$ cat src/design/cfr_pkg.sv
// ----------------------------------------------------------------------------
// cfr_pkg
// Shared constants, status codes, the front-to-back token and the CRC-8 step
// used by the frame receiver.
// ----------------------------------------------------------------------------
package cfr_pkg;

   localparam int HEADER_BYTES = 4;
   localparam int QUEUE_DEPTH  = 2;

   localparam logic [7:0] CRC_INIT = 8'hFF;
   localparam logic [7:0] CRC_POLY = 8'h31;
   localparam logic [7:0] CRC_TOP  = 8'h80;

   localparam logic [7:0] MAX_PAYLOAD_RESET = 8'hFF;

   localparam logic [2:0] ST_BUSY   = 3'd0;
   localparam logic [2:0] ST_GOOD   = 3'd1;
   localparam logic [2:0] ST_BADSIG = 3'd2;
   localparam logic [2:0] ST_LONG   = 3'd3;
   localparam logic [2:0] ST_CRC    = 3'd4;

   localparam logic [1:0] REG_SIG_FIRST  = 2'd0;
   localparam logic [1:0] REG_SIG_SECOND = 2'd1;
   localparam logic [1:0] REG_MAX_LEN    = 2'd2;

   // one classified byte on its way from the parser to the checker
   typedef struct packed {
      logic [7:0] data;
      logic       is_payload;
      logic       frame_end;
      logic [2:0] status;
      logic       crc_check;
      logic       crc_clear;
      logic [7:0] expected;
      logic [7:0] frame_length;
   } cfr_token_type;

   function automatic logic [7:0] crc8_byte(input logic [7:0] crc, input logic [7:0] data);
      logic [7:0] c;
      c = crc ^ data;
      for (int k = 0; k < 8; k++) begin
         if ((c & CRC_TOP) != 8'h00) begin
            c = {c[6:0], 1'b0} ^ CRC_POLY;
         end else begin
            c = {c[6:0], 1'b0};
         end
      end
      return c;
   endfunction

endpackage

$ cat src/design/cfr_front.sv
// ----------------------------------------------------------------------------
// cfr_front
// Header parser: tracks the frame phase, holds the configuration registers,
// checks signature and length, and tags every byte for the checker.
// ----------------------------------------------------------------------------
module cfr_front (
   input  logic                   clock,
   input  logic                   reset,
   input  logic                   req_tvalid,
   output logic                   req_tready,
   input  logic [7:0]             req_tdata,   // rx_byte [7:0]
   input  logic                   req_tuser,   // restart [0]
   input  logic                   csr_valid,
   output logic                   csr_ready,
   input  logic [1:0]             csr_index,
   input  logic [7:0]             csr_data,
   output logic                   tok_valid,
   input  logic                   tok_ready,
   output cfr_pkg::cfr_token_type tok
);
   import cfr_pkg::*;

   localparam logic [2:0] PH_SIG0    = 3'd0;
   localparam logic [2:0] PH_SIG1    = 3'd1;
   localparam logic [2:0] PH_LEN     = 3'd2;
   localparam logic [2:0] PH_CRC     = 3'd3;
   localparam logic [2:0] PH_PAYLOAD = 3'(HEADER_BYTES);

   logic [2:0] phase_ff, phase_in, phase_cur;
   logic       sig_bad_ff, sig_bad_in;
   logic [7:0] length_ff, length_in;
   logic [7:0] expected_ff, expected_in;
   logic [7:0] left_ff, left_in;
   logic [7:0] sig_first_ff, sig_second_ff, max_len_ff;
   logic       beat;

   assign req_tready = tok_ready;
   assign tok_valid  = req_tvalid;
   assign beat       = req_tvalid && tok_ready;
   assign csr_ready  = 1'b1;

   always_comb begin
      phase_cur   = (req_tuser || phase_ff > PH_PAYLOAD) ? PH_SIG0 : phase_ff;
      phase_in    = phase_cur;
      sig_bad_in  = sig_bad_ff;
      length_in   = length_ff;
      expected_in = expected_ff;
      left_in     = left_ff;

      tok.data         = req_tdata;
      tok.is_payload   = 1'b0;
      tok.frame_end    = 1'b0;
      tok.status       = ST_BUSY;
      tok.crc_check    = 1'b0;
      tok.crc_clear    = 1'b0;
      tok.expected     = expected_ff;
      tok.frame_length = length_ff;

      unique case (phase_cur)
         PH_SIG0: begin
            sig_bad_in       = (req_tdata != sig_first_ff);
            length_in        = 8'd0;
            expected_in      = 8'd0;
            left_in          = 8'd0;
            phase_in         = PH_SIG1;
            tok.crc_clear    = 1'b1;
            tok.frame_length = 8'd0;
         end
         PH_SIG1: begin
            if (req_tdata != sig_second_ff) begin
               sig_bad_in = 1'b1;
            end
            phase_in = PH_LEN;
         end
         PH_LEN: begin
            length_in        = req_tdata;
            left_in          = req_tdata;
            tok.frame_length = req_tdata;
            phase_in         = PH_CRC;
         end
         PH_CRC: begin
            expected_in  = req_tdata;
            tok.expected = req_tdata;
            if (sig_bad_ff) begin
               tok.frame_end = 1'b1;
               tok.status    = ST_BADSIG;
               phase_in      = PH_SIG0;
            end else if (length_ff > max_len_ff) begin
               tok.frame_end = 1'b1;
               tok.status    = ST_LONG;
               phase_in      = PH_SIG0;
            end else if (length_ff == 8'd0) begin
               tok.frame_end = 1'b1;
               tok.crc_check = 1'b1;
               phase_in      = PH_SIG0;
            end else begin
               phase_in = PH_PAYLOAD;
            end
         end
         PH_PAYLOAD: begin
            tok.is_payload = 1'b1;
            left_in        = left_ff - 8'd1;
            if (left_in == 8'd0) begin
               tok.frame_end = 1'b1;
               tok.crc_check = 1'b1;
               phase_in      = PH_SIG0;
            end
         end
         default: begin
            phase_in = PH_SIG0;
         end
      endcase
   end

   always_ff @(posedge clock) begin
      if (reset) begin
         phase_ff    <= PH_SIG0;
         sig_bad_ff  <= 1'b0;
         length_ff   <= 8'd0;
         expected_ff <= 8'd0;
         left_ff     <= 8'd0;
      end else if (beat) begin
         phase_ff    <= phase_in;
         sig_bad_ff  <= sig_bad_in;
         length_ff   <= length_in;
         expected_ff <= expected_in;
         left_ff     <= left_in;
      end
   end

   always_ff @(posedge clock) begin
      if (reset) begin
         sig_first_ff  <= 8'd0;
         sig_second_ff <= 8'd0;
         max_len_ff    <= MAX_PAYLOAD_RESET;
      end else if (csr_valid && csr_ready) begin
         unique case (csr_index)
            REG_SIG_FIRST:  sig_first_ff  <= csr_data;
            REG_SIG_SECOND: sig_second_ff <= csr_data;
            REG_MAX_LEN:    max_len_ff    <= csr_data;
            default: ;
         endcase
      end
   end

endmodule

$ cat src/design/cfr_queue.sv
// ----------------------------------------------------------------------------
// cfr_queue
// Two-entry token queue between the parser and the checker.
// ----------------------------------------------------------------------------
module cfr_queue (
   input  logic                   clock,
   input  logic                   reset,
   input  logic                   push_valid,
   output logic                   push_ready,
   input  cfr_pkg::cfr_token_type push_tok,
   output logic                   pop_valid,
   input  logic                   pop_ready,
   output cfr_pkg::cfr_token_type pop_tok
);
   import cfr_pkg::*;

   localparam int PTR_W = $clog2(QUEUE_DEPTH);
   localparam int CNT_W = $clog2(QUEUE_DEPTH + 1);

   cfr_token_type          entry_ff [QUEUE_DEPTH];
   logic [PTR_W-1:0]       wr_ptr_ff, rd_ptr_ff;
   logic [CNT_W-1:0]       count_ff;
   logic                   push, pop;

   assign push_ready = (count_ff != CNT_W'(QUEUE_DEPTH));
   assign pop_valid  = (count_ff != '0);
   assign push       = push_valid && push_ready;
   assign pop        = pop_valid && pop_ready;
   assign pop_tok    = entry_ff[rd_ptr_ff];

   always_ff @(posedge clock) begin
      if (push) begin
         entry_ff[wr_ptr_ff] <= push_tok;
      end
   end

   always_ff @(posedge clock) begin
      if (reset) begin
         wr_ptr_ff <= '0;
         rd_ptr_ff <= '0;
         count_ff  <= '0;
      end else begin
         if (push) begin
            wr_ptr_ff <= (wr_ptr_ff == PTR_W'(QUEUE_DEPTH - 1)) ? '0 : wr_ptr_ff + 1'b1;
         end
         if (pop) begin
            rd_ptr_ff <= (rd_ptr_ff == PTR_W'(QUEUE_DEPTH - 1)) ? '0 : rd_ptr_ff + 1'b1;
         end
         count_ff <= count_ff + CNT_W'(push) - CNT_W'(pop);
      end
   end

`ifndef SYNTHESIS
   a_count_range: assert property (@(posedge clock) disable iff (reset)
      count_ff <= CNT_W'(QUEUE_DEPTH))
      else $error("queue count beyond depth");
   a_count_step: assert property (@(posedge clock) disable iff (reset)
      (push && !pop) |=> count_ff == $past(count_ff) + 1'b1)
      else $error("queue count missed a push");
   a_count_drop: assert property (@(posedge clock) disable iff (reset)
      (pop && !push) |=> count_ff == $past(count_ff) - 1'b1)
      else $error("queue count missed a pop");
`endif

endmodule

$ cat src/design/cfr_back.sv
// ----------------------------------------------------------------------------
// cfr_back
// Checker: runs the payload CRC, settles the frame status and holds the
// result beat in an output register.
// ----------------------------------------------------------------------------
module cfr_back (
   input  logic                   clock,
   input  logic                   reset,
   input  logic                   tok_valid,
   output logic                   tok_ready,
   input  cfr_pkg::cfr_token_type tok,
   output logic                   rsp_tvalid,
   input  logic                   rsp_tready,
   output logic [15:0]            rsp_tdata,   // payload_byte [7:0], frame_length [15:8]
   output logic [3:0]             rsp_tuser,   // payload_valid [0], status [3:1]
   output logic                   rsp_tlast    // frame_end
);
   import cfr_pkg::*;

   logic       out_valid_ff;
   logic [7:0] crc_ff, crc_in, crc_next;
   logic [7:0] byte_ff, byte_in;
   logic [7:0] flen_ff;
   logic       pvalid_ff;
   logic       fend_ff;
   logic [2:0] status_ff, status_in;
   logic       take;

   assign tok_ready = !out_valid_ff || rsp_tready;
   assign take      = tok_valid && tok_ready;

   always_comb begin
      crc_next  = tok.is_payload ? crc8_byte(crc_ff, tok.data) : crc_ff;
      crc_in    = tok.crc_clear ? CRC_INIT : crc_next;
      byte_in   = tok.is_payload ? tok.data : 8'd0;
      status_in = tok.status;
      if (tok.crc_check) begin
         status_in = (crc_next == tok.expected) ? ST_GOOD : ST_CRC;
      end
   end

   always_ff @(posedge clock) begin
      if (reset) begin
         out_valid_ff <= 1'b0;
         crc_ff       <= CRC_INIT;
      end else begin
         if (take) begin
            out_valid_ff <= 1'b1;
            crc_ff       <= crc_in;
         end else if (rsp_tready) begin
            out_valid_ff <= 1'b0;
         end
      end
   end

   always_ff @(posedge clock) begin
      if (take) begin
         byte_ff   <= byte_in;
         flen_ff   <= tok.frame_length;
         pvalid_ff <= tok.is_payload;
         fend_ff   <= tok.frame_end;
         status_ff <= status_in;
      end
   end

   assign rsp_tvalid = out_valid_ff;
   assign rsp_tdata  = {flen_ff, byte_ff};
   assign rsp_tuser  = {status_ff, pvalid_ff};
   assign rsp_tlast  = fend_ff;

`ifndef SYNTHESIS
   a_status_only_at_end: assert property (@(posedge clock) disable iff (reset)
      (rsp_tvalid && !rsp_tlast) |-> status_ff == ST_BUSY)
      else $error("status set on a beat that does not end the frame");
   a_byte_zero_idle: assert property (@(posedge clock) disable iff (reset)
      (rsp_tvalid && !pvalid_ff) |-> byte_ff == 8'd0)
      else $error("payload byte not cleared on a header beat");
   a_crc_cleared: assert property (@(posedge clock) disable iff (reset)
      (take && tok.crc_clear) |=> crc_ff == CRC_INIT)
      else $error("crc not reloaded at frame start");
`endif

endmodule

$ cat src/design/crc8_frame_receiver.sv
// ----------------------------------------------------------------------------
// crc8_frame_receiver
// CRC-8 framed packet receiver: parses a four-byte header, passes the payload
// through and reports one status per frame.
// ----------------------------------------------------------------------------
//  channel   dir   handshake              payload
//  req_      in    req_tvalid/tready      tdata rx_byte, tuser restart
//  rsp_      out   rsp_tvalid/tready      tdata payload_byte+frame_length,
//                                         tuser payload_valid+status, tlast
//  csr_      in    csr_valid/ready        csr_index, csr_data
//
//  one result beat per request beat, one per cycle while rsp_tready is high;
//  each byte passes the parser, then the queue, then the checker register.
//  the CRC-8 update is an eight-step unrolled step inside the checker.
//  synchronous reset clears the parse phase, the CRC and all valid flags.
//  the two-entry queue lets the parser keep taking bytes while the result
//  register waits on rsp_tready.
// ----------------------------------------------------------------------------
module crc8_frame_receiver (
   input  logic        clock,
   input  logic        reset,
   input  logic        req_tvalid,
   output logic        req_tready,
   input  logic [7:0]  req_tdata,   // rx_byte [7:0]
   input  logic        req_tuser,   // restart [0]
   output logic        rsp_tvalid,
   input  logic        rsp_tready,
   output logic [15:0] rsp_tdata,   // payload_byte [7:0], frame_length [15:8]
   output logic [3:0]  rsp_tuser,   // payload_valid [0], status [3:1]
   output logic        rsp_tlast,   // frame_end
   input  logic        csr_valid,
   output logic        csr_ready,
   input  logic [1:0]  csr_index,
   input  logic [7:0]  csr_data
);
   import cfr_pkg::*;

   cfr_token_type front_tok, back_tok;
   logic          front_valid, front_ready;
   logic          back_valid, back_ready;

   cfr_front u_front (
      .clock      (clock),
      .reset      (reset),
      .req_tvalid (req_tvalid),
      .req_tready (req_tready),
      .req_tdata  (req_tdata),
      .req_tuser  (req_tuser),
      .csr_valid  (csr_valid),
      .csr_ready  (csr_ready),
      .csr_index  (csr_index),
      .csr_data   (csr_data),
      .tok_valid  (front_valid),
      .tok_ready  (front_ready),
      .tok        (front_tok)
   );

   cfr_queue u_queue (
      .clock      (clock),
      .reset      (reset),
      .push_valid (front_valid),
      .push_ready (front_ready),
      .push_tok   (front_tok),
      .pop_valid  (back_valid),
      .pop_ready  (back_ready),
      .pop_tok    (back_tok)
   );

   cfr_back u_back (
      .clock      (clock),
      .reset      (reset),
      .tok_valid  (back_valid),
      .tok_ready  (back_ready),
      .tok        (back_tok),
      .rsp_tvalid (rsp_tvalid),
      .rsp_tready (rsp_tready),
      .rsp_tdata  (rsp_tdata),
      .rsp_tuser  (rsp_tuser),
      .rsp_tlast  (rsp_tlast)
   );

endmodule

$ cat config.mk
export PLATFORM = sky130hd
export DESIGN_NAME = crc8_frame_receiver
export DESIGN_NICKNAME = d
export VERILOG_FILES = /design/src/design/cfr_pkg.sv /design/src/design/cfr_front.sv /design/src/design/cfr_queue.sv /design/src/design/cfr_back.sv /design/src/design/crc8_frame_receiver.sv
export SDC_FILE = /design/constraint.sdc
export NUM_CORES = 1
export LEC_CHECK = 0
export ABC_AREA = 1
export BUFFER_PORTS_ARGS = -buffer_cell sky130_fd_sc_hd__buf_2
export CAP_MARGIN = 5
export CORE_UTILIZATION = 55
export CTS_BUF_LIST = sky130_fd_sc_hd__clkbuf_16
export CTS_CLUSTER_DIAMETER = 100
export CTS_CLUSTER_SIZE = 14
export DETAILED_ROUTE_END_ITERATION = 10
export GPL_TIMING_DRIVEN = 0
export PLACE_DENSITY = 0.82
export RECOVER_POWER = 25
export SLEW_MARGIN = 20
export SYNTH_ARGS = -nofsm -noshare
export SYNTH_HDL_FRONTEND = slang
export SYNTH_HIERARCHICAL = 1
export SYNTH_SLANG_ARGS = --single-unit
$ cat constraint.sdc
create_clock -name clock -period 6.1 [get_ports clock]
set_clock_uncertainty 0.1 [all_clocks]
set_input_delay 0 -clock clock [delete_from_list [all_inputs] [get_ports clock]]
set_output_delay 0 -clock clock [all_outputs]
set_load 0.03 [all_outputs]
-- Word-level counts from Yosys, hierarchy flattened
Memory sizes are Yosys's and may differ from the RTL's. A register that Yosys moved wholly into a read port is not among the register bits.
Cells that the tools add are included.
- add/subtract/negate cells: 5
- multiply operators: 0
- divide/modulo/power cells: 0
- magnitude comparators: 2
- equality and inequality tests: 11
- shift-type cells: 0
- muxes and demuxes: 44
- bitwise logic cells: 9
- reductions and logical operators: 20
- operators by type and width (operator ; number):
    $mux 6 ; 8
    $pmux 8 s2 ; 2
    $mux 3 ; 8
    $mux 8 ; 3
    $not 3->3 ; 8
    $pmux 8 s3 ; 1
    $logic_not 8->1 ; 2
    $mux 1 ; 16
    $ne 8x8->1 ; 2
    $pmux 3 s5 ; 1
    $reduce_and 2->1 ; 5
    $eq 8x8->1 ; 1
    $gt 8x8->1 ; 1
    $reduce_bool 2->1 ; 4
    $sub 8x1->8 const B ; 1
    $xor 8x8->8 ; 1
    $eq 3x2->1 const B ; 2
    $pmux 1 s2 ; 3
    $mux 4 ; 1
    $eq 3x1->1 const B ; 1
    $eq 3x3->1 const B ; 1
    $gt 3x3->1 const B ; 1
    $logic_not 3->1 ; 1
    $reduce_and 3->1 ; 1
    other kinds (13) ; 16
- bits in registers: 86
- latch bits: 0
- RAM bits: 62
- ROM bits: 0
- bits of input ports: 24
- output and inout bits: 24
- logic and storage cells: 110
- memories kept: 1
- memory list (name ; depth ; width ; read ports ; clocked after Yosys merged registers in ; wr ports ; line ; RTL):
    u_queue.entry_ff ; 2 ; 31 ; 1 ; 1 ; 1 ; cfr_queue.sv:20 ; cfr_token_type entry_ff [QUEUE_DEPTH];

-- Logic depth before layout (Yosys ltp)
- word-level depth: 21
- mapped depth: 20
- gate-level depth less buffers: 19

-- By module
Netlist, hierarchy kept.
- modules (own cells, without submodules) (module ; instances ; cells each ; area an instance (um^2) ; seq. area each (um^2)):
    cfr_front ; 1 ; 450 ; 2969.1 ; 1041.0
    cfr_queue ; 1 ; 132 ; 2499.9 ; 1961.9
    cfr_back ; 1 ; 242 ; 1769.2 ; 810.8

-- Least setup slack after synthesis
OpenSTA, ideal clock, no wires.
- kind: register to register
- start point: register u_queue.count_ff[0]
- end point: memory u_queue/entry_ff[0][0] (netlist name), enable pin
- arrival time: 1.865 ns
- required time: 5.581 ns
- path slack: 3.716 ns
- cell stages (with the launch flop): 5
- path buffers: 0
- cells stage by stage: dfxtp_1 -> inv_1 -> nand2_2 -> nand2_4 -> nor2_1
- word-level cells in the longest chain between the ends: 4
- RTL lines (item ; line ; RTL):
    start: declaration ; cfr_queue.sv:22 ; logic [CNT_W-1:0] count_ff;
    start signal: assignment ; cfr_queue.sv:49 ; count_ff <= count_ff + CNT_W'(push) - CNT_W'(pop);
    $ne 2x2->1 ; cfr_queue.sv:25 ; assign push_ready = (count_ff != CNT_W'(QUEUE_DEPTH));
    named net front_ready ; crc8_frame_receiver.sv:39 ; logic front_valid, front_ready;
    $logic_and 1x1->1 ; cfr_queue.sv:27 ; assign push = push_valid && push_ready;
    $mux 1 ; cfr_queue.sv:32 ; if (push) begin
    $mux 1 (not written as such) ; cfr_queue.sv:33 ; entry_ff[wr_ptr_ff] <= push_tok;
    end: declaration ; cfr_queue.sv:20 ;
The timed path passes the listed nets, and every way through them passes these cells.

==> impl_results.md <==
- H-tree depth: 4
- Req. time, crit path: around 6 ns
- Post-Layout Cell Count: approximately 1100
- Syn Nets: approximately 860
- Via-to-Cell Ratio: 5.21
- Reg2Reg Capture Point: u_back/status_ff[2]
- Most used cell, CP: nand2_1
- Slowest-stage cell, CP: clkbuf_1
- Share of layout cells above drive strength 1: 0.144
- Drt first pass iters: 6
- Post-Layout Inst Area: 8560 sq um
- # IOs: 48
- Crit-path cells: clkbuf_1, mux2_2, inv_1, nand2_1, nand2_1, nand2_1, nand2_2, nand2_2, nand2_2, nand2_1, nand2_1, nand2_1, nand3b_1, nand2_1, nor2_1, nand3_1, nand2_1, nand2_1
- WS Path Type: reg -> reg
- Worst-path clk slew: ~0.060 ns
- First DRT Iteration DRCs: about 500
- Max clock buf depth: 2
- Hold Startpoint: csr_data[4]
- Fin. Hold Viols: 0
- Peak VDD IR: 0.000225 V
- All-layer global routing usage: 0.254
- Die H: approximately 120 um
- CTS tree: yes
- Number of CTS-inserted buffers: 17
- Die ar.: 13600 sq um
- Mapped cell area: between 7000 and 8000 sq um
- Worst hold-check path type: in -> reg
- Layout Area Growth over Synthesis: 18.3%
- PwrDens: roughly 440 nW/um^2
- Fin Hold WS: 0.289 ns
- DP HPWL: about 11000 um
- Via count: ~5800
- Die W: roughly 120 um
- Commonest non-fill, non-tap cell in the layout: nand2_1
- Setup slack at placement: approximately 3.4 ns
- WHS Endpoint: u_front/max_len_ff[4]
- Crit Path Max Fanout: 10
- Antenna-violating nets left: 0
- Hold path depth: 4
- Clock sinks: ~150
- Overflow after GRT: 0
- Worst Setup End Kind: flip-flop
- CTS root buf: clkbuf_16
- Buffers on Ports: 45
- Fmax: around 330 MHz
- Max Cap Viol: 0
- Unrepaired setup endpoints after global routing: false
- Inserted Diodes: 0
- Final setup vio count: 0
- YS warnings: 6
- Slew Limit Fails: 0
- R2R setup slack: 3.04 ns
- Slew HR: 0.343
- Worst EP arrival: approximately 3.1 ns
- Total leakage power: 3.72 nW
- Antenna violations before repair: 0
- Mean Syn Cell Area: around 9 sq um
- Vias in the first global route: between 5000 and 6000
- Post-Route WL: 15900 um
- Post-synthesis sequential area ratio: 0.527
- Buf+Inv Stages, Crit Path: 2
- # DRC: 0
- Final worst slack: between 3 and 4 ns
- Worst setup SP type: flip-flop
- Postcts setup bufs: 0
- Pwr Total: 3.74 mW
- Kind of cell adding the most delay to the critical path: simple AND/OR/NAND/NOR gates
- Synth Register Bits: 149
- Syn Inst Count: roughly 800
- Setup TNS: 0 ns
- Placed instance count: ~1000
- Final period utilization: 0.501
- Most frequent cells in the layout: nand2_1 (229), inv_1 (85), edfxtp_1 (83), nor2_1 (71), dfxtp_1 (66)
- Largest net degree at the start of global routing: 30
- Drt wl/cell: 14.4 um
- Worst skew pair latency: 0.43 ns
- Min Tclk post-route: roughly 3.1 ns
- Fill cell count: 974
- Global-route wire length before repair: 25800 um
- Row count: 41
- Reg2Reg Depth: 18
- Core Util, Final: 0.673
- Starting Density: 0.569
- Least-Margin Pin Slew: 0.980 ns
- Net count reported at finish: between 900 and 1000
- Max stage delay on crit path: about 0.53 ns
- Post-Place Cell Area: around 7700 sq um
- Core area: roughly 13000 sq um
- Outcome: finished, final reports clean
- GPL Wtd Cong: between 0.8 and 0.9
- Yosys cell types: 35
[where the power goes]
group	internal, mW	leakage (nW)	total, mW	switching [mW]
clock network	0.687	0.298	1.11	0.422
logic	0.413	2.08	1.28	0.871
registers	1.28	1.33	1.35	0.0691
[flip-flops by register name (all words and copies together) (netlist names), named ones only]
register and flops:
u_front/sig_second_ff 8, u_queue/count_ff 2, u_front/expected_ff 8, u_front/length_ff 8, u_back/pvalid_ff 1, u_back/byte_ff 8, u_back/flen_ff 8, u_queue/rd_ptr_ff 1
u_queue/entry_ff 62, u_back/rsp_tvalid 1, u_back/rsp_tlast 1, u_front/sig_bad_ff 1, u_front/max_len_ff 8, u_back/crc_ff 8, u_front/sig_first_ff 8, u_queue/wr_ptr_ff 1
u_front/left_ff 8, u_back/status_ff 3, u_front/phase_ff 3
[logic make-up after synthesis]
| group | Yosys count | share of synthesized area |
|---|---|---|
| AND/OR/NAND/NOR | 383 | 0.227 |
| flip-flops | 149 | 0.527 |
| buffers and inverters | 130 | 0.0790 |
| AO/OA/AOI/OAI | 98 | 0.0743 |
| multiplexers | 31 | 0.0482 |
| XOR/XNOR | 20 | 0.0242 |
| adder cells (fa/ha/maj) | 11 | 0.0190 |
| other | 2 | 0.00104 |
[cell type report]
type | instances | area (sq um) | area share
multi-input combinational | 545 | 2840 | 0.331
buffer | 32 | 176 | 0.0206
clock buffer | 17 | 425 | 0.0497
inverter | 98 | 368 | 0.0430
tap | 172 | 215 | 0.0251
clock inverter | 15 | 204 | 0.0238
sequential | 149 | 3810 | 0.445
timing repair buffer | 76 | 524 | 0.0612
[cells in the mapped netlist, drive strengths merged]
library cell | count | area (sq um)
a21o | 1 | 7.51
a21oi | 37 | 196
a31oi | 2 | 12.5
buf | 23 | 170
clkbuf | 9 | 33.8
clkinv | 2 | 7.51
conb | 2 | 7.51
dfxtp | 66 | 1320
edfxtp | 83 | 2490
ha | 11 | 138
inv | 96 | 360
mux2 | 31 | 349
nand2 | 251 | 1040
nand3 | 39 | 195
nand3b | 4 | 30.0
nand4 | 7 | 43.8
nor2 | 76 | 305
nor3 | 5 | 25.0
o211ai | 8 | 60.1
o21ai | 43 | 215
o221ai | 1 | 8.76
o22ai | 6 | 37.5
or2 | 1 | 6.26
xnor2 | 13 | 114
xor2 | 7 | 61.3
[worst reg2reg max path, stage by stage (launching register included)]
cell	delay, ns
dfxtp_1	0.39
clkbuf_1	0.53
mux2_2	0.47
inv_1	0.08
nand2_1	0.05
nand2_1	0.10
nand2_1	0.10
nand2_2	0.10
nand2_2	0.06
nand2_2	0.10
nand2_1	0.06
nand2_1	0.06
nand2_1	0.09
nand3b_1	0.12
nand2_1	0.06
nor2_1	0.15
nand3_1	0.10
nand2_1	0.06
nand2_1	0.05
[timing repair]
| action | in CTS | in global routing |
|---|---|---|
| hold endpoints to repair | 79 | 0 |
| resized for setup | 0 | 0 |
| hold buffers | 29 | 0 |
[layer usage]
| layer | vias up | GRT usage | wire length, um |
|---|---|---|---|
| met1 | 2675 | 0.297 | 6790 |
| met2 | 176 | 0.447 | 7930 |
| li1 | 2867 | - | - |
| met5 | - | 0 | 0 |
| met3 | 35 | 0.0493 | 787 |
| met4 | 0 | 0.125 | 414 |
[how the worst max path moves through the flow]
stage	endpoint	slack [ns]	depth (start not counted)
6_report	u_back/status_ff[2]	3.04	18
5_1_grt	u_back/status_ff[2]	2.73	18
4_1_cts	u_back/status_ff[2]	3.42	18
3_5_place_dp	u_back/status_ff[2]	3.45	18
3_3_place_gp	u_queue/entry_ff[0][28]	3.05	4
2_1_floorplan	u_queue/entry_ff[0][0]	3.72	4
Note: power is estimated with default switching activity, not from simulation.
